===== src/rtl/sbc_pkg.sv =====
// sbc_pkg: shared types and constants for the single-byte charset to UTF-8 converter.
// No dependencies; imported by every module of the block.
`default_nettype none

package sbc_pkg;

    // charset_mode codes
    localparam logic [1:0] MODE_LATIN1 = 2'd0;
    localparam logic [1:0] MODE_LATIN9 = 2'd1;
    localparam logic [1:0] MODE_CP1252 = 2'd2;
    localparam logic [1:0] MODE_PASS   = 2'd3;

    // UTF-8 length thresholds and lead/continuation markers
    localparam logic [15:0] CP_ONE_BYTE_LIMIT = 16'h0080;
    localparam logic [15:0] CP_TWO_BYTE_LIMIT = 16'h0800;
    localparam logic [7:0]  LEAD2_MARK        = 8'hC0;
    localparam logic [7:0]  LEAD3_MARK        = 8'hE0;
    localparam logic [7:0]  CONT_MARK         = 8'h80;

    // byte-count codes, stored as length minus one
    localparam logic [1:0] LEN_ONE   = 2'd0;
    localparam logic [1:0] LEN_TWO   = 2'd1;
    localparam logic [1:0] LEN_THREE = 2'd2;

    // Windows-1252 range 0x80..0x9F
    localparam logic [7:0] CP1252_LO = 8'h80;
    localparam logic [7:0] CP1252_HI = 8'h9F;

    localparam logic [15:0] CP1252_HIGH [32] = '{
        16'h20AC, 16'h0081, 16'h201A, 16'h0192, 16'h201E, 16'h2026, 16'h2020, 16'h2021,
        16'h02C6, 16'h2030, 16'h0160, 16'h2039, 16'h0152, 16'h008D, 16'h017D, 16'h008F,
        16'h0090, 16'h2018, 16'h2019, 16'h201C, 16'h201D, 16'h2022, 16'h2013, 16'h2014,
        16'h02DC, 16'h2122, 16'h0161, 16'h203A, 16'h0153, 16'h009D, 16'h017E, 16'h0178
    };

    typedef struct packed {
        logic [7:0] text_byte;
        logic       end_of_text;
    } t_in_item;

    typedef struct packed {
        logic [7:0] utf8_byte;
        logic       char_done;
        logic       text_done;
    } t_out_item;

    // one encoded character waiting between front and back
    typedef struct packed {
        logic [2:0][7:0] bytes;   // bytes[0] goes out first
        logic [1:0]      len_m1;  // number of bytes minus one
        logic            eot;
    } t_sbc_entry;

endpackage

`default_nettype wire


===== src/rtl/single_byte_charset_to_utf8.sv =====
// single_byte_charset_to_utf8: top level of the charset to UTF-8 converter.
// Depends on sbc_pkg, sbc_front, sbc_queue, sbc_back.
//
// Usage:
//  - Input side is a queue write port: a transfer happens on a rising edge with
//    push high and full low; i_in_item carries text_byte and end_of_text.
//  - Output side is a queue read port: while empty is low, o_out_item holds the
//    oldest UTF-8 byte; a transfer happens on a rising edge with pop high.
//  - Config: i_cfg_valid/o_cfg_ready write charset_mode (0 Latin-1, 1 Latin-9,
//    2 Windows-1252, 3 pass-through). Ready is always high; write only when idle.
//  - A pushed byte is stored in the queue, then loaded into the output register.
//  - Throughput: the output register drains one byte per cycle while pop is high;
//    an input byte yields 1 to 3 bytes (its UTF-8 length). The front encodes one
//    byte a cycle into a QDEPTH-entry queue, so full rises only when the back lags.
//  - A stalled receiver holds the output register; the queue keeps filling
//    until full, then push is held off. No transfer is lost or repeated.
//  - Synchronous active-low reset empties the queue and output register and
//    sets charset_mode to pass-through.
`default_nettype none

module single_byte_charset_to_utf8
    import sbc_pkg::*;
#(
    parameter int QDEPTH = 4
) (
    input  wire logic       i_clk,
    input  wire logic       i_rst_n,
    // input channel
    input  wire logic       push,
    output logic            full,
    input  wire t_in_item   i_in_item,
    // result channel
    output logic            empty,
    input  wire logic       pop,
    output t_out_item       o_out_item,
    // configuration
    input  wire logic       i_cfg_valid,
    output logic            o_cfg_ready,
    input  wire logic [1:0] i_cfg_data
);

    logic [1:0] r_mode;
    t_sbc_entry enc_entry;
    t_sbc_entry q_head;
    logic       q_empty, q_rd;

    assign o_cfg_ready = 1'b1;

    always_ff @(posedge i_clk) begin
        if (!i_rst_n) begin
            r_mode <= MODE_PASS;
        end else if (i_cfg_valid && o_cfg_ready) begin
            r_mode <= i_cfg_data;
        end
    end

    // front: charset lookup and UTF-8 encode
    sbc_front u_front (
        .i_mode  (r_mode),
        .i_item  (i_in_item),
        .o_entry (enc_entry)
    );

    // decoupling queue
    sbc_queue #(
        .DEPTH (QDEPTH)
    ) u_queue (
        .i_clk      (i_clk),
        .i_rst_n    (i_rst_n),
        .i_wr       (push),
        .i_wr_entry (enc_entry),
        .i_rd       (q_rd),
        .o_head     (q_head),
        .o_empty    (q_empty),
        .o_full     (full)
    );

    // back: byte serializer and output register
    sbc_back u_back (
        .i_clk     (i_clk),
        .i_rst_n   (i_rst_n),
        .i_head    (q_head),
        .i_q_empty (q_empty),
        .o_q_rd    (q_rd),
        .empty     (empty),
        .pop       (pop),
        .o_item    (o_out_item)
    );

endmodule

`default_nettype wire


===== src/rtl/sbc_front.sv =====
// sbc_front: maps a source byte to a code point and encodes it as UTF-8 bytes.
// Depends on sbc_pkg.
`default_nettype none

module sbc_front
    import sbc_pkg::*;
(
    input  wire logic [1:0] i_mode,
    input  wire t_in_item   i_item,
    output t_sbc_entry      o_entry
);

    function automatic logic [15:0] latin9_point(input logic [7:0] b);
        logic [15:0] cp;
        begin
            case (b)
                8'hA4:   cp = 16'h20AC;
                8'hA6:   cp = 16'h0160;
                8'hA8:   cp = 16'h0161;
                8'hB4:   cp = 16'h017D;
                8'hB8:   cp = 16'h017E;
                8'hBC:   cp = 16'h0152;
                8'hBD:   cp = 16'h0153;
                8'hBE:   cp = 16'h0178;
                default: cp = {8'h00, b};
            endcase
            return cp;
        end
    endfunction

    logic [15:0] cp;
    logic [7:0]  b;

    assign b = i_item.text_byte;

    always_comb begin
        case (i_mode)
            MODE_LATIN9: cp = latin9_point(b);
            MODE_CP1252: begin
                if (b >= CP1252_LO && b <= CP1252_HI) begin
                    cp = CP1252_HIGH[b[4:0]];
                end else begin
                    cp = {8'h00, b};
                end
            end
            default:     cp = {8'h00, b};
        endcase
    end

    always_comb begin
        o_entry.eot   = i_item.end_of_text;
        o_entry.bytes = '0;
        if (i_mode == MODE_PASS) begin
            o_entry.bytes[0] = b;
            o_entry.len_m1   = LEN_ONE;
        end else if (cp < CP_ONE_BYTE_LIMIT) begin
            o_entry.bytes[0] = cp[7:0];
            o_entry.len_m1   = LEN_ONE;
        end else if (cp < CP_TWO_BYTE_LIMIT) begin
            o_entry.bytes[0] = LEAD2_MARK | {3'b000, cp[10:6]};
            o_entry.bytes[1] = CONT_MARK | {2'b00, cp[5:0]};
            o_entry.len_m1   = LEN_TWO;
        end else begin
            o_entry.bytes[0] = LEAD3_MARK | {4'h0, cp[15:12]};
            o_entry.bytes[1] = CONT_MARK | {2'b00, cp[11:6]};
            o_entry.bytes[2] = CONT_MARK | {2'b00, cp[5:0]};
            o_entry.len_m1   = LEN_THREE;
        end
    end

endmodule

`default_nettype wire


===== src/rtl/sbc_queue.sv =====
// sbc_queue: small FIFO of encoded characters between front and back.
// Depends on sbc_pkg.
`default_nettype none

module sbc_queue
    import sbc_pkg::*;
#(
    parameter int DEPTH = 4
) (
    input  wire logic       i_clk,
    input  wire logic       i_rst_n,
    input  wire logic       i_wr,
    input  wire t_sbc_entry i_wr_entry,
    input  wire logic       i_rd,
    output t_sbc_entry      o_head,
    output logic            o_empty,
    output logic            o_full
);

    localparam int PW = (DEPTH > 1) ? $clog2(DEPTH) : 1;
    localparam int CW = $clog2(DEPTH + 1);
    localparam logic [PW-1:0] LAST_PTR = PW'(DEPTH - 1);
    localparam logic [CW-1:0] FULL_CNT = CW'(DEPTH);

    t_sbc_entry    r_mem [DEPTH];
    logic [PW-1:0] r_wr_ptr, n_wr_ptr;
    logic [PW-1:0] r_rd_ptr, n_rd_ptr;
    logic [CW-1:0] r_cnt, n_cnt;
    logic          do_wr, do_rd;

    assign o_empty = (r_cnt == '0);
    assign o_full  = (r_cnt == FULL_CNT);
    assign do_wr   = i_wr && !o_full;
    assign do_rd   = i_rd && !o_empty;
    assign o_head  = r_mem[r_rd_ptr];

    always_comb begin
        n_wr_ptr = r_wr_ptr;
        n_rd_ptr = r_rd_ptr;
        n_cnt    = r_cnt;
        if (do_wr) begin
            n_wr_ptr = (r_wr_ptr == LAST_PTR) ? '0 : r_wr_ptr + 1'b1;
        end
        if (do_rd) begin
            n_rd_ptr = (r_rd_ptr == LAST_PTR) ? '0 : r_rd_ptr + 1'b1;
        end
        if (do_wr && !do_rd) begin
            n_cnt = r_cnt + 1'b1;
        end else if (do_rd && !do_wr) begin
            n_cnt = r_cnt - 1'b1;
        end
    end

    always_ff @(posedge i_clk) begin
        if (!i_rst_n) begin
            r_wr_ptr <= '0;
            r_rd_ptr <= '0;
            r_cnt    <= '0;
        end else begin
            r_wr_ptr <= n_wr_ptr;
            r_rd_ptr <= n_rd_ptr;
            r_cnt    <= n_cnt;
        end
    end

    always_ff @(posedge i_clk) begin
        if (do_wr) begin
            r_mem[r_wr_ptr] <= i_wr_entry;
        end
    end

endmodule

`default_nettype wire


===== src/rtl/sbc_back.sv =====
// sbc_back: serializes queued UTF-8 characters into an output register, one byte per cycle while pop keeps it free.
// Depends on sbc_pkg.
`default_nettype none

module sbc_back
    import sbc_pkg::*;
(
    input  wire logic       i_clk,
    input  wire logic       i_rst_n,
    input  wire t_sbc_entry i_head,
    input  wire logic       i_q_empty,
    output logic            o_q_rd,
    output logic            empty,
    input  wire logic       pop,
    output t_out_item       o_item
);

    logic [1:0] r_idx, n_idx;
    logic       r_out_valid, n_out_valid;
    t_out_item  r_out;
    logic       load, last;
    logic [7:0] sel_byte;

    // output register frees up when empty or being drained this cycle
    assign load = !i_q_empty && (!r_out_valid || pop);
    assign last = (r_idx == i_head.len_m1);
    assign o_q_rd = load && last;

    always_comb begin
        case (r_idx)
            LEN_ONE:  sel_byte = i_head.bytes[0];
            LEN_TWO:  sel_byte = i_head.bytes[1];
            default:  sel_byte = i_head.bytes[2];
        endcase
    end

    always_comb begin
        n_idx       = r_idx;
        n_out_valid = r_out_valid;
        if (load) begin
            n_out_valid = 1'b1;
            n_idx       = last ? '0 : r_idx + 1'b1;
        end else if (pop) begin
            n_out_valid = 1'b0;
        end
    end

    always_ff @(posedge i_clk) begin
        if (!i_rst_n) begin
            r_idx       <= '0;
            r_out_valid <= 1'b0;
        end else begin
            r_idx       <= n_idx;
            r_out_valid <= n_out_valid;
        end
    end

    always_ff @(posedge i_clk) begin
        if (load) begin
            r_out.utf8_byte <= sel_byte;
            r_out.char_done <= last;
            r_out.text_done <= last && i_head.eot;
        end
    end

    assign empty  = !r_out_valid;
    assign o_item = r_out;

endmodule

`default_nettype wire

===== config.mk =====
export PLATFORM = sky130hd
export DESIGN_NAME = single_byte_charset_to_utf8
export DESIGN_NICKNAME = d
export VERILOG_FILES = /design/src/rtl/sbc_pkg.sv /design/src/rtl/single_byte_charset_to_utf8.sv /design/src/rtl/sbc_front.sv /design/src/rtl/sbc_queue.sv /design/src/rtl/sbc_back.sv
export SDC_FILE = /design/constraint.sdc
export NUM_CORES = 1
export LEC_CHECK = 0
export BUFFER_PORTS_ARGS = -buffer_cell sky130_fd_sc_hd__clkbuf_2
export CAP_MARGIN = 20
export CORE_MARGIN = 2
export CORE_UTILIZATION = 56
export DETAILED_ROUTE_END_ITERATION = 7
export PLACE_DENSITY = 0.82
export SLEW_MARGIN = 20
export SYNTH_ARGS = -nofsm -noshare
export SYNTH_HDL_FRONTEND = slang
export SYNTH_HIERARCHICAL = 1
export SYNTH_SLANG_ARGS = --single-unit

===== constraint.sdc =====
create_clock -name i_clk -period 2.6 [get_ports i_clk]
set_input_delay 0.13 -clock i_clk [delete_from_list [all_inputs] [get_ports i_clk]]
set_output_delay 0.13 -clock i_clk [all_outputs]
set_load 0.02 [all_outputs]

## After elaboration in Yosys (flattened, before gate mapping)

Memory sizes are Yosys's and may differ from the RTL's. A register that Yosys moved wholly into a read port is not among the register bits.
Cells that the tools add are included.

- Latch bits: 0
- Memories: 2
- Output and inout port bits: 13
- Bits in writable memories: 108
- Bits in read-only memories: 512
- Flip-flop bits (word level): 22
- Logic and storage cells: 79
- Input bits: 16

Memory list:

| name | words | width | read ports | clocked after memory_dff | write ports | line | source |
|---|---|---|---|---|---|---|---|
| (no name shown) | 32 | 16 | 1 | 0 | 0 | sbc_front.sv:41 | `cp = CP1252_HIGH[b[4:0]];` |
| u_queue.r_mem | 4 | 27 | 1 | 1 | 1 | sbc_queue.sv:25 | `t_sbc_entry r_mem [DEPTH];` |

- $mul: 0
- Bitwise operators: 1
- Order comparisons: 5
- Eq/ne operators: 16
- Reductions and logical operators: 18
- Muxes and demuxes: 23
- $add $sub $neg: 5
- Shifts and indexed selects: 0
- Divide/modulo/power cells: 0

Operators by type and width:

| kind | number |
|---|---|
| $pmux 14 s8 | 1 |
| $mux 16 | 6 |
| $eq 8x8->1 const B | 8 |
| $pmux 16 s2 | 1 |
| $mux 10 | 2 |
| $lt 16x12->1 const B | 1 |
| $lt 16x8->1 const B | 1 |
| $pmux 8 s2 | 1 |
| $mux 2 | 5 |
| $eq 2x2->1 const B | 4 |
| $ge 8x8->1 const B | 1 |
| $le 8x8->1 const B | 1 |
| $logic_and 1x1->1 | 8 |
| $mux 8 | 1 |
| $add 2x1->2 const B | 3 |
| $ge 6x6->1 const B | 1 |
| $mux 3 | 2 |
| $not 5->6 | 1 |
| $logic_not 1->1 | 5 |
| $eq 2x1->1 const B | 2 |
| $mux 1 | 4 |
| $reduce_bool 2->1 | 2 |
| $add 3x1->3 const B | 1 |
| $eq 3x3->1 const B | 1 |
| other kinds (5) | 5 |

## Logic depth before layout (Yosys ltp)

Gate-level depths: netlist of run 1.

- Word-level depth: 10
- Mapped depth: 12
- Depth with buffers taken out: 11

## By module

The synthesis of run 1 kept the hierarchy.

Modules (own cells, without submodules):

| module | cells an instance | seq. area each (um^2) | times used | area an instance (um^2) |
|---|---|---|---|---|
| sbc_queue | 192 | 3423.3 | 1 | 4424.2 |
| sbc_front | 241 | 0.0 | 1 | 1570.3 |
| sbc_back | 62 | 360.3 | 1 | 645.6 |
| single_byte_charset_to_utf8 | 8 | 40.0 | 1 | 78.8 |

## Worst setup path before layout of run 1

OpenSTA, ideal clock, no wires.

- Path kind: register -> register
- From: register with a tool-made name
- To: register u_queue.r_cnt[2]
- Data arrival time: 2.714 ns
- Setup slack: -0.189 ns
- Cell stages (with the launch flop): 13
- Required time: 2.524 ns
- Library setup time: 0.076 ns
- Period minus slack after synthesis: 2.789 ns
- Buffers on the path: 1
- Path through: dfxtp_1 > buf_6 > mux4_1 > xnor2_1 > nand2_1 > nor3_1 > o31ai_1 > ha_1 > inv_1 > fa_1 > xor2_1 > or3_1 > a21boi_0

RTL lines:

| item | line | source |
|---|---|---|
| to (signal assigned) | sbc_queue.sv:62 | `r_cnt <= n_cnt;` |
| to (decl) | sbc_queue.sv:28 | `logic [CW-1:0] r_cnt, n_cnt;` |

==> metrics.yaml, run 1 <==
yosys:
  netlist_area_mm2: 0.006719
  synthArstFlopShare: 0
  synth_top_area_share: 0.5274
  ys_seq_elements: 132
  ys_seq_area_frac: 0.5691
  synth-main-ff-cell: "edfxtp_1"
  synth_edf_count: 118
  netlist_instances: 503
  syn_avg_cell_area_um2: 13.36
  synth_top_area_cell: "edfxtp_1"
  ys_types: 74
  yosys-top-cells-area: "edfxtp_1 (53%), mux4_2 (7.4%), dfxtp_1 (4.2%), ha_1 (3.5%), nand2_1 (2.9%)"
  ys.warnings.count: 6
power:
  total_power_mw: 7.351
  p_leak_nw: 3.087
  p_per_area_mw_per_mm2: 890.0
  ir_worst_vdd_uv: 524.5
final_layout:
  drive_gt1_frac: 0.3415
  fin_nets: 640
  syn_to_final_growth_pct: 22.92
  antenna_cells: 0
  fillers: 767
sta:
  fin_skew_ps: 13.04
  period_minus_slack_ps: 2700
  setup_violations: 1
  relSlewSlack: 0.3061
  rsz0062_at_grt: "true"
  worst_pin_slew_ps: 1037
  setup_slack_ps: -99.83
  fmax_mhz: 370.4
  finalCritPeriodShare: 1.038
  hold_violations: 0
  drv_slew: 0
clocking:
  max-clock-path-buffers: 2
  cts_root_buffer: "clkbuf_16"
  clock_latency_ps: 420
  cts.reportedPaths.clkPinSlew_ps: 50
  cts.htree.levels: 4
  cts_buffers: 17
  cts.sinks: 132
  cts_tree: "built"
critical_path:
  crit_chain: "mux4_2 -> xnor2_2 -> nand2_2 -> nor3_4 -> o31ai_4 -> ha_2 -> inv_2 -> fa_2 -> xor2_2 -> or3_1 -> a21boi_2"
  critPathLaunchType: "flip-flop"
  worst_path_largest_cell_delay_ps: 520
  path_max_fanout: 3
  crit_required_ps: 2950
  crit_path_end_kind: "flip-flop"
  worstSetupPathType: "reg -> reg"
  arrival_ps: 3050
  cp_slowest_cell: "mux4_2"
detailed_routing:
  firstDrtPassIters: 5
  detail_route.vias_per_cell: 6.375
  drc_errors: 0
  drtIter0Drc: 525
  postRouteAntennaNets: 0
  routed_wl_mm: 17.58
  avgRoutedWirePerCell_um: 23.06
  vias: 4858
worst_hold_path:
  hold_start: "pop"
  min_path_type: "in -> reg"
die:
  die_w_um: 113.5
  core_mm2: 0.01186
  die-area_mm2: 0.01289
  boundaryPins: 29
  initial_utilization: 0.5665
  die_h_um: 113.5
  core.rowCount: 40
global_route:
  grt_max_degree: 28
  grt_antenna_before_repair: 0
  grt.total_usage: 0.2754
  grt_pass1_vias: 4992
  grt_pass1_wl_mm: 26.61
  gr-total-overflow: 0
flow_run:
  drv_cap: 0
outcome:
  outcome: "finished, violations left"
  violations: "negative setup slack"
placed_design:
  hpwl_mm: 10.77
  port_buffers: 27
  gp_congestion: 0.8759
  preCtsSetupSlack_ps: -308.8
area by class of cell:
cell class	count	area [µm²]	area share
multi-input cells	314	2743	0.3321
inverters	21	78.83	0.009544
flip-flops and latches	132	3830	0.4637
well taps	147	183.9	0.02227
repair buffers	118	830.8	0.1006
clock buffers	18	429.2	0.05196
clock inverters	12	163.9	0.01985
worst max-delay path: cells and delay by family, from the launching register on:
family	cells	cell delay, ps
buffers and inverters	1	40
adders and majority gates	2	580
DFF	1	360
and+or+nand+nor	3	510
AOI/OAI and AO/OA	2	270
muxes	1	520
xor gates and xnor gates	2	320
cells in the final DEF (no fill, tap or decap), drive strengths merged, types with 4 or more instances in the layout:
| cell type | Yosys | routed |
|---|---|---|
| edfxtp | 118 | 118 |
| o22ai | 5 | 5 |
| clkinv | 0 | 6 |
| o21a | 6 | 6 |
| ha | 19 | 19 |
| mux2 | 5 | 5 |
| dfxtp | 14 | 14 |
| a21oi | 16 | 16 |
| bufinv | 0 | 4 |
| dlygate4sd3 | 0 | 5 |
| nand3 | 6 | 6 |
| clkbuf | 12 | 45 |
| nor2 | 24 | 24 |
| a31oi | 6 | 6 |
| o21ai | 16 | 16 |
| nand2 | 53 | 53 |
| inv | 21 | 21 |
| and2 | 9 | 9 |
| or3 | 4 | 4 |
| a22oi | 11 | 11 |
| a21boi | 5 | 5 |
| mux2i | 8 | 8 |
| buf | 25 | 86 |
| mux4 | 29 | 29 |
| nor2b | 6 | 6 |
| xnor2 | 4 | 4 |
| nand2b | 6 | 6 |
| nand3b | 7 | 7 |
| nor3 | 10 | 10 |
layer usage:
| metal | track usage | vias to the layer above | routed length (µm) |
|---|---|---|---|
| li1 | - | 2129 | - |
| met5 | 0 | - | 0 |
| met2 | 0.4894 | 287 | 9252 |
| met4 | 0.1301 | 0 | 628 |
| met3 | 0.06004 | 60 | 1222 |
| met1 | 0.3181 | 2382 | 6471 |
kinds of logic (layout without fill, tap and decap cells):
group / after synthesis / in the layout / share of synthesized area
flops: 132 / 132 / 0.5691
other cells: 2 / 3 / 0.001118
xor+xnor: 5 / 5 / 0.006517
simple gates: 142 / 142 / 0.1101
buf+inv: 58 / 169 / 0.04450
mux: 42 / 42 / 0.1214
fa+ha+maj: 20 / 20 / 0.03836
compound gates: 102 / 102 / 0.1089
where the power goes:
group          leakage [nW]  internal, mW  switching (mW)  total [mW]
Clock                 0.289          1.58           0.841        2.42
Combinational          1.56         0.834            1.19        2.02
Sequential             1.24          2.74           0.166        2.91
Total                  3.09          5.16            2.20        7.35
cell usage after synthesis, drive strengths merged, types with 2 or more instances:
master / n
buf: 25
nor2b: 6
or3: 4
nand2b: 6
nand3: 6
o31ai: 2
o311ai: 2
o211ai: 2
a22oi: 11
o21ai: 16
nor4: 3
mux2: 5
dfxtp: 14
and2: 9
clkbuf: 12
or2: 2
a211oi: 3
nand2: 53
nand3b: 7
o2bb2ai: 3
edfxtp: 118
o32ai: 2
a221oi: 2
a21boi: 5
o21a: 6
nor2: 24
nor3: 10
ha: 19
o21bai: 2
mux2i: 8
nor3b: 3
a31oi: 6
mux4: 29
o2111ai: 3
a21oi: 16
xnor2: 4
inv: 21
conb: 2
o22ai: 5
a311oi: 3
a2111oi: 3
a211o: 3
final timing paths:
path | depth (start not counted) | slack [ps] | end
setup / recovery | 11 | -100 | u_queue/r_cnt[2]
hold / removal | 3 | 100 | u_back/r_out_valid
setup reg to reg | 11 | -100 | u_queue/r_cnt[2]
hold reg to reg | 2 | 530 | u_queue/r_wr_ptr[1]
timing repair:
action | 4_1_cts | 5_1_grt
buffers inserted | 2 | 1
endpoints found under the setup margin | 22 | 74
pin swaps | 1 | 3
gates resized for setup | 5 | 22
endpoints found under the hold margin | 6 | 0
hold buffers | 5 | 0
sequential cells by signal, indices dropped and copies added (netlist names), named ones only:
register / cells
r_mode: 2
u_back/o_item: 10
u_back/r_idx: 2
u_back/r_out_valid: 1
u_queue/r_cnt: 3
u_queue/r_mem: 108
u_queue/r_rd_ptr: 2
u_queue/r_wr_ptr: 2
stage by stage:
step | instance area [µm²] | hold WS (ps) | cells | setup TNS [ps] | util
2_1_floorplan | 6740 | 191.9 | 504 | -23.32 | -
4_1_cts | 8142 | 85.64 | 761 | -84.77 | 0.6864
6_report | 8259 | 105.0 | 762 | -99.83 | 0.6963
3_5_place_dp | 7463 | 354.8 | 724 | -5869 | 0.6292
5_1_grt | 8259 | 107.0 | 762 | -878.6 | 0.6963
3_3_place_gp | 7463 | 346.4 | 724 | -1557 | 0.6292
No activity file was read; power rests on OpenSTA's default activity.
==> run 2: changes to the inputs <==
- PLACE_DENSITY: 0.82 -> 0.83
- SYNTH_HIERARCHICAL: 1 -> default
==> run 2 against run 1 <==
The flow now finishes without violations. Critical endpoint is now u_queue.r_cnt[2]. Synthesized area fell by 5.8%. Sequential power fell by 8.9%. Non-clock buffer count fell by 29. First-iteration DRC count rose by 0.57%. Combinational power rose by 6%.
==> metrics.yaml, run 2 <==
outcome:
  outcome: "complete, no violations"
clocking:
  cts.reportedPaths.clkPinSlew_ps: 60  # about the same
  cts.htree.levels: 4  # unchanged
  cts_tree: "built"
  cts.sinks: 120  # -9.1%
  max-clock-path-buffers: 2  # unchanged
  clock_latency_ps: 420  # about the same
  cts_buffers: 17  # unchanged
  cts_root_buffer: "clkbuf_16"
yosys:
  netlist_area_mm2: 0.006329  # -5.8%
  syn_avg_cell_area_um2: 12.73  # -4.7%
  synth_edf_count: 106  # -10%
  yosys-top-cells-area: "edfxtp_1 (50%), mux4_2 (8.9%), dfxtp_1 (4.4%), ha_1 (3.8%), a21oi_1 (1.9%)"
  ys_seq_elements: 120  # -9.1%
  ys_types: 70  # -5.4%
  synthArstFlopShare: 0  # unchanged
  synth_nets: 533
  synth_commonest_cells: "edfxtp_1 (106), nand2_1 (31), mux4_2 (25)"
  netlist_instances: 497  # -1.2%
  synth.most_common_cell: "edfxtp_1"
  ys_seq_area_frac: 0.5473  # -0.02184
  synth_top_area_share: 0.5030  # -0.02441
  synth-main-ff-cell: "edfxtp_1"
  ys.warnings.count: 0  # -6
  synth_top_area_cell: "edfxtp_1"
critical_path:
  arrival_ps: 2920  # -130 ps
  worstSetupPathType: "reg -> reg"
  crit_path_end_kind: "flip-flop"
  crit_required_ps: 2940  # about the same
  path_max_fanout: 3  # unchanged
  critPathLaunchType: "flip-flop"
detailed_routing:
  vias: 4552  # -6.3%
  drc_errors: 0  # unchanged
  drtIter0Drc: 528  # +0.57%
  postRouteAntennaNets: 0  # unchanged
  detail_route.vias_per_cell: 6.313  # -0.97%
  avgRoutedWirePerCell_um: 21.83  # -5.4%
  firstDrtPassIters: 5  # unchanged
  routed_wl_mm: 15.74  # -10%
power:
  p_per_area_mw_per_mm2: 962.0  # +8.1%
  p_leak_nw: 2.840  # -8.0%
  ir_worst_vdd_uv: 928.5  # +77%
global_route:
  grt.total_usage: 0.2802  # +0.004852
  grt_pass1_wl_mm: 24.72  # -7.1%
  gr-total-overflow: 0  # unchanged
  grt_pass1_vias: 4506  # -9.7%
  grt_antenna_before_repair: 0  # unchanged
  grt_max_degree: 29  # +3.6%
placed_design:
  dpl_cell_area_mm2: 0.006885  # -7.7%
  dp_cells: 679  # -6.2%
  port_buffers: 27  # unchanged
  gp_congestion: 0.9631  # +10%
  hpwl_mm: 10.11  # -6.1%
  preCtsSetupSlack_ps: -94.23  # +214.6 ps
final_layout:
  final_cells: 721  # -5.4%
  fin_area_mm2: 0.007680  # -7.0%
  syn_to_final_growth_pct: 21.35
  fin_nets: 604  # -5.6%
  antenna_cells: 0  # unchanged
  largest_register_ffs: 96  # -11%
  layout_common_cells: "edfxtp_1 (106), buf_4 (54), nand2_1 (30)"
  top_register: "u_queue.r_mem"
  final_common_cell: "edfxtp_1"
  fillers: 735  # -4.2%
  finish.utilization: 0.7023  # +0.005980
  drive_gt1_frac: 0.2892  # -0.05231
sta:
  worst_pin_slew_ps: 534.0  # -503.1 ps
  period_minus_slack_ps: 2578  # -121.5 ps
  setup_slack_ps: 21.68  # +121.5 ps
  fmax_mhz: 387.8  # +4.7%
  hold_violations: 0  # unchanged
  relSlewSlack: 0.6423  # +0.3363
  fin_skew_ps: 10.06  # -2.981 ps
  finalCritPeriodShare: 0.9917  # -0.04674
  setup_violations: 0  # -1
  rsz0062_at_grt: "true"
  drv_slew: 0  # unchanged
worst_hold_path:
  min_path_type: "in -> reg"
die:
  die_h_um: 110.3  # -2.8%
  initial_utilization: 0.5787  # +0.01226
  core_mm2: 0.01094  # -7.8%
  die-area_mm2: 0.01217  # -5.6%
  die_w_um: 110.3  # -2.8%
  core.rowCount: 38  # -5.0%
  boundaryPins: 29  # unchanged
flow_run:
  drv_cap: 0  # unchanged
[run 2: changes by cell type in the layout (fill, tap and decap cells not counted), moves of 6 or more]
cell and delta:
nand2_1 -21, buf_4 -32, a221o_1 +7, edfxtp_1 -12, a22oi_1 -6, nor2b_1 +13
nand2b_1 +6, a21oi_1 +8
[run 2: what timing repair did]
item,4_1_cts,5_1_grt
cloned,0,0
endpoints found under the setup margin,1,12
hold buffers,7,0
gates resized for setup,6,6
endpoints found under the hold margin,6,0
pin swaps,4,2
setup buffers,2,1
[run 2: final cells by class]
cell class | instances | area, µm² | area share
Clock inverter | 13 | 215.2 | 0.02802
Sequential cell | 120 | 3467 | 0.4515
Clock buffer | 19 | 442.9 | 0.05767
Inverter | 22 | 82.58 | 0.01075
Multi-Input combinational cell | 318 | 2666 | 0.3472
Tap cell | 140 | 175.2 | 0.02281
Timing Repair Buffer | 89 | 630.6 | 0.08211
[run 2: per-stage QoR]
step                TNS [ps]  hold slack [ps]  total power [mW]
global placement           0            347.3             4.543
detailed placement    -445.4            358.4             4.617
CTS                        0            122.8             7.342
floorplan             -38.65            228.9             4.034
global route          -41.20            140.6             7.685
finish                     0            132.2             7.388
[run 2: power by group]
group          total [mW]  internal, mW  switching [mW]  leakage [nW]
Combinational        2.15         0.979            1.17          1.39
Sequential           2.65          2.50           0.145          1.13
Clock                2.59          1.74           0.851         0.319
[run 2: cells by family after synthesis]
logic type               after synthesis  share of synthesized area
AO/OA/AOI/OAI                        119                     0.1396
AND/OR/NAND/NOR                      136                     0.1161
XOR/XNOR                               5                   0.006919
other                                  1                  0.0005926
flip-flops                           120                     0.5473
buffers and inverters                 59                    0.03934
adder cells (fa/ha/maj)               20                    0.04073
multiplexers                          37                     0.1095
[run 2: worst paths after layout]
check                            from             endpoint  slack (ps)  cells past startpoint
setup / recovery            flip-flop     u_queue.r_cnt[2]          20                     10
hold / removal                    pop   u_back.r_out_valid         130                      4
setup reg to reg            flip-flop     u_queue.r_cnt[2]          20                     10
hold reg to reg   u_queue.r_wr_ptr[1]  u_queue.r_wr_ptr[1]         560                      2
[run 2: metal layers]
metal / GRT usage / vias up / share of wire
li1: - / 2062 / -
met1: 0.3533 / 2222 / 0.41
met2: 0.4755 / 236 / 0.51
met3: 0.06173 / 32 / 0.065
met4: 0.1036 / 0 / 0.021
met5: 0 / - / 0
[run 2: critical path, stage by stage, from the launching register on]
cell      delay, ps
dfxtp_4         360
mux4_2          550
xnor2_2         170
and2_4          180
nand2_4          80
ha_4            140
inv_1            50
fa_2            330
xor2_1          170
or3_1           330
a21boi_2        140
==> run 3: changes to the inputs <==
- SETUP_SLACK_MARGIN: default -> 0.5
==> run 3 against run 2 <==
Design area rose by 5.4%. Register-to-register slack improved by 30 ps. Utilization rose by 3.8 points. Fmax rose by 1.3%. Worst hold slack got worse by 120 ps. Largest power group unchanged. Clock skew fell by 3.1 ps. Clock-buffer cell count fell by 2.
==> metrics.yaml, run 3 (synthesis results as in run 2) <==
die:
  core_mm2: 0.01094  # unchanged
  die-area_mm2: 0.01217  # unchanged
  die_w_um: 110.3  # unchanged
  die_h_um: 110.3  # unchanged
  boundaryPins: 29  # unchanged
  core.rowCount: 38  # unchanged
  initial_utilization: 0.5787  # unchanged
critical_path:
  crit_required_ps: 2930  # about the same
  critical-path-top-delay-family: "simple AND/OR/NAND/NOR gates"
  worstSetupPathType: "reg -> reg"
  cp_slowest_cell: "mux4_2"
  path_max_fanout: 3  # unchanged
  worst_path_largest_cell_delay_ps: 550  # about the same
  crit_chain: "mux4_2 -> xnor2_2 -> and2_4 -> nand2_4 -> ha_4 -> inv_2 -> fa_2 -> xor2_1 -> or3_1 -> a21boi_1"
  arrival_ps: 2870  # -50 ps
  critPathLaunchType: "flip-flop"
  cp_num_buf_inv: 1  # unchanged
  crit_path_end_kind: "flip-flop"
placed_design:
  port_buffers: 27  # unchanged
  dpl_cell_area_mm2: 0.006937  # +0.75%
  gp_congestion: 1.004  # +4.3%
  hpwl_mm: 10.20  # +0.84%
final_layout:
  fin_area_mm2: 0.008098  # +5.4%
  final_common_cell: "edfxtp_1"
  fin_nets: 607  # +0.50%
  largest_register_ffs: 96  # unchanged
  antenna_cells: 0  # unchanged
  top_register: "u_queue.r_mem"
  layout_common_cells: "edfxtp_1 (106), buf_4 (51), nand2_1 (30)"
  syn_to_final_growth_pct: 27.96
  drive_gt1_frac: 0.3664  # +0.07728
power:
  p_per_area_mw_per_mm2: 938.2  # -2.5%
  ir_worst_vdd_uv: 1048  # +13%
  p_leak_nw: 2.908  # +2.4%
sta:
  setup_violations: 0  # unchanged
  drv_slew: 0  # unchanged
  fin_skew_ps: 6.957  # -3.105 ps
  hold_violations: 0  # unchanged
  worst_pin_slew_ps: 696.6  # +162.6 ps
  fin_hold_ws_ps: 16.56  # -115.6 ps
  relSlewSlack: 0.5341  # -0.1082
  rsz0062_at_grt: "true"
  finalCritPeriodShare: 0.9785  # -0.01317
  fmax_mhz: 393.1  # +1.3%
  fin_setup_tns_ps: 0  # unchanged
  period_minus_slack_ps: 2544  # -34.23 ps
global_route:
  grt_antenna_before_repair: 0  # unchanged
  grt.total_usage: 0.2913  # +0.01115
  grt_pass1_wl_mm: 25.70  # +3.9%
  grt_max_degree: 25  # -14%
  gr-total-overflow: 0  # unchanged
  grt_pass1_vias: 4587  # +1.8%
detailed_routing:
  wl_met2_mm: 8.940  # +12%
  postRouteAntennaNets: 0  # unchanged
  wl_met1_mm: 6.715  # +4.4%
  detail_route.vias_per_cell: 6.576  # +4.2%
  drc_errors: 0  # unchanged
  vias: 4761  # +4.6%
  drtIter0Drc: 473  # -10%
  maxUsedRoutingLayer: "met4"
  avgRoutedWirePerCell_um: 24.02  # +10%
  routed_wl_mm: 17.39  # +11%
  firstDrtPassIters: 5  # unchanged
  dr_wl_met3_mm: 1.194  # +16%
clocking:
  cts.sinks: 120  # unchanged
  clock_latency_ps: 400  # -20 ps
  max-clock-path-buffers: 2  # unchanged
  cts.htree.levels: 4  # unchanged
  cts_root_buffer: "clkbuf_16"
  cts_buffers: 17  # unchanged
  cts.reportedPaths.clkPinSlew_ps: 50  # about the same
  cts_tree: "built"
worst_hold_path:
  min_path_type: "in -> reg"
flow_run:
  drv_cap: 0  # unchanged
outcome:
  outcome: "complete, no violations"
-- run 3: cell count changes in the layout (fill, tap and decap cells not counted), sizes merged --
cell / delta
inv: -3
clkbuf: -4
clkinv: +4
clkinvlp: +1
buf: +5
-- run 3: worst paths after layout --
path              slack, ps          startpoint  cells after the start                 end
hold / removal           20                 pop                      4  u_back.r_out_valid
setup / recovery         60           flip-flop                     10    u_queue.r_cnt[2]
setup reg to reg         60           flip-flop                     10    u_queue.r_cnt[2]
hold reg to reg         500  u_back.r_out_valid                      2  u_back.r_out_valid
-- run 3: tightest hold or removal path: stages --
cell and delay (ps):
clkbuf_2 80, inv_1 40, nand2_1 50, a21boi_0 60
-- run 3: per-stage QoR --
stage,power [mW],utilization,worst slack [ps],std cells
floorplan,4.130,-,97.14,497
global placement,4.576,0.6343,74.05,669
detailed placement,4.661,0.6343,-37.53,669
CTS,7.361,0.7125,43.93,714
global route,7.889,0.7405,-21.11,724
finish,7.597,0.7405,55.91,724
-- run 3: repair_timing --
action / in CTS / in global routing
gates cloned: 0 / 1
pin swaps: 4 / 18
endpoints found under the setup margin: 95 / 92
endpoints found under the hold margin: 6 / 0
hold buffers: 7 / 0
resized for setup: 18 / 53
setup buffers: 6 / 9
-- run 3: final cells by class --
class	count	area, µm²
Clock buffer	17	425.4
Clock inverter	15	227.7
Timing Repair Buffer	92	713.2
Tap cell	140	175.2
Multi-Input combinational cell	318	2992
Fill cell	649	2838
Inverter	22	92.59
Sequential cell	120	3472
-- run 3: power breakdown --
| group | total (mW) | internal, mW | switching (mW) |
|---|---|---|---|
| logic | 2.39 | 1.10 | 1.28 |
| clock network | 2.55 | 1.70 | 0.847 |
| registers | 2.66 | 2.50 | 0.156 |
| total | 7.60 | 5.31 | 2.29 |
-- run 3: per-layer routing --
layer | GRT usage | up-vias
li1 | - | 2057
met1 | 0.3571 | 2398
met2 | 0.5053 | 258
met3 | 0.05585 | 48
met4 | 0.1214 | 0
met5 | 0 | -
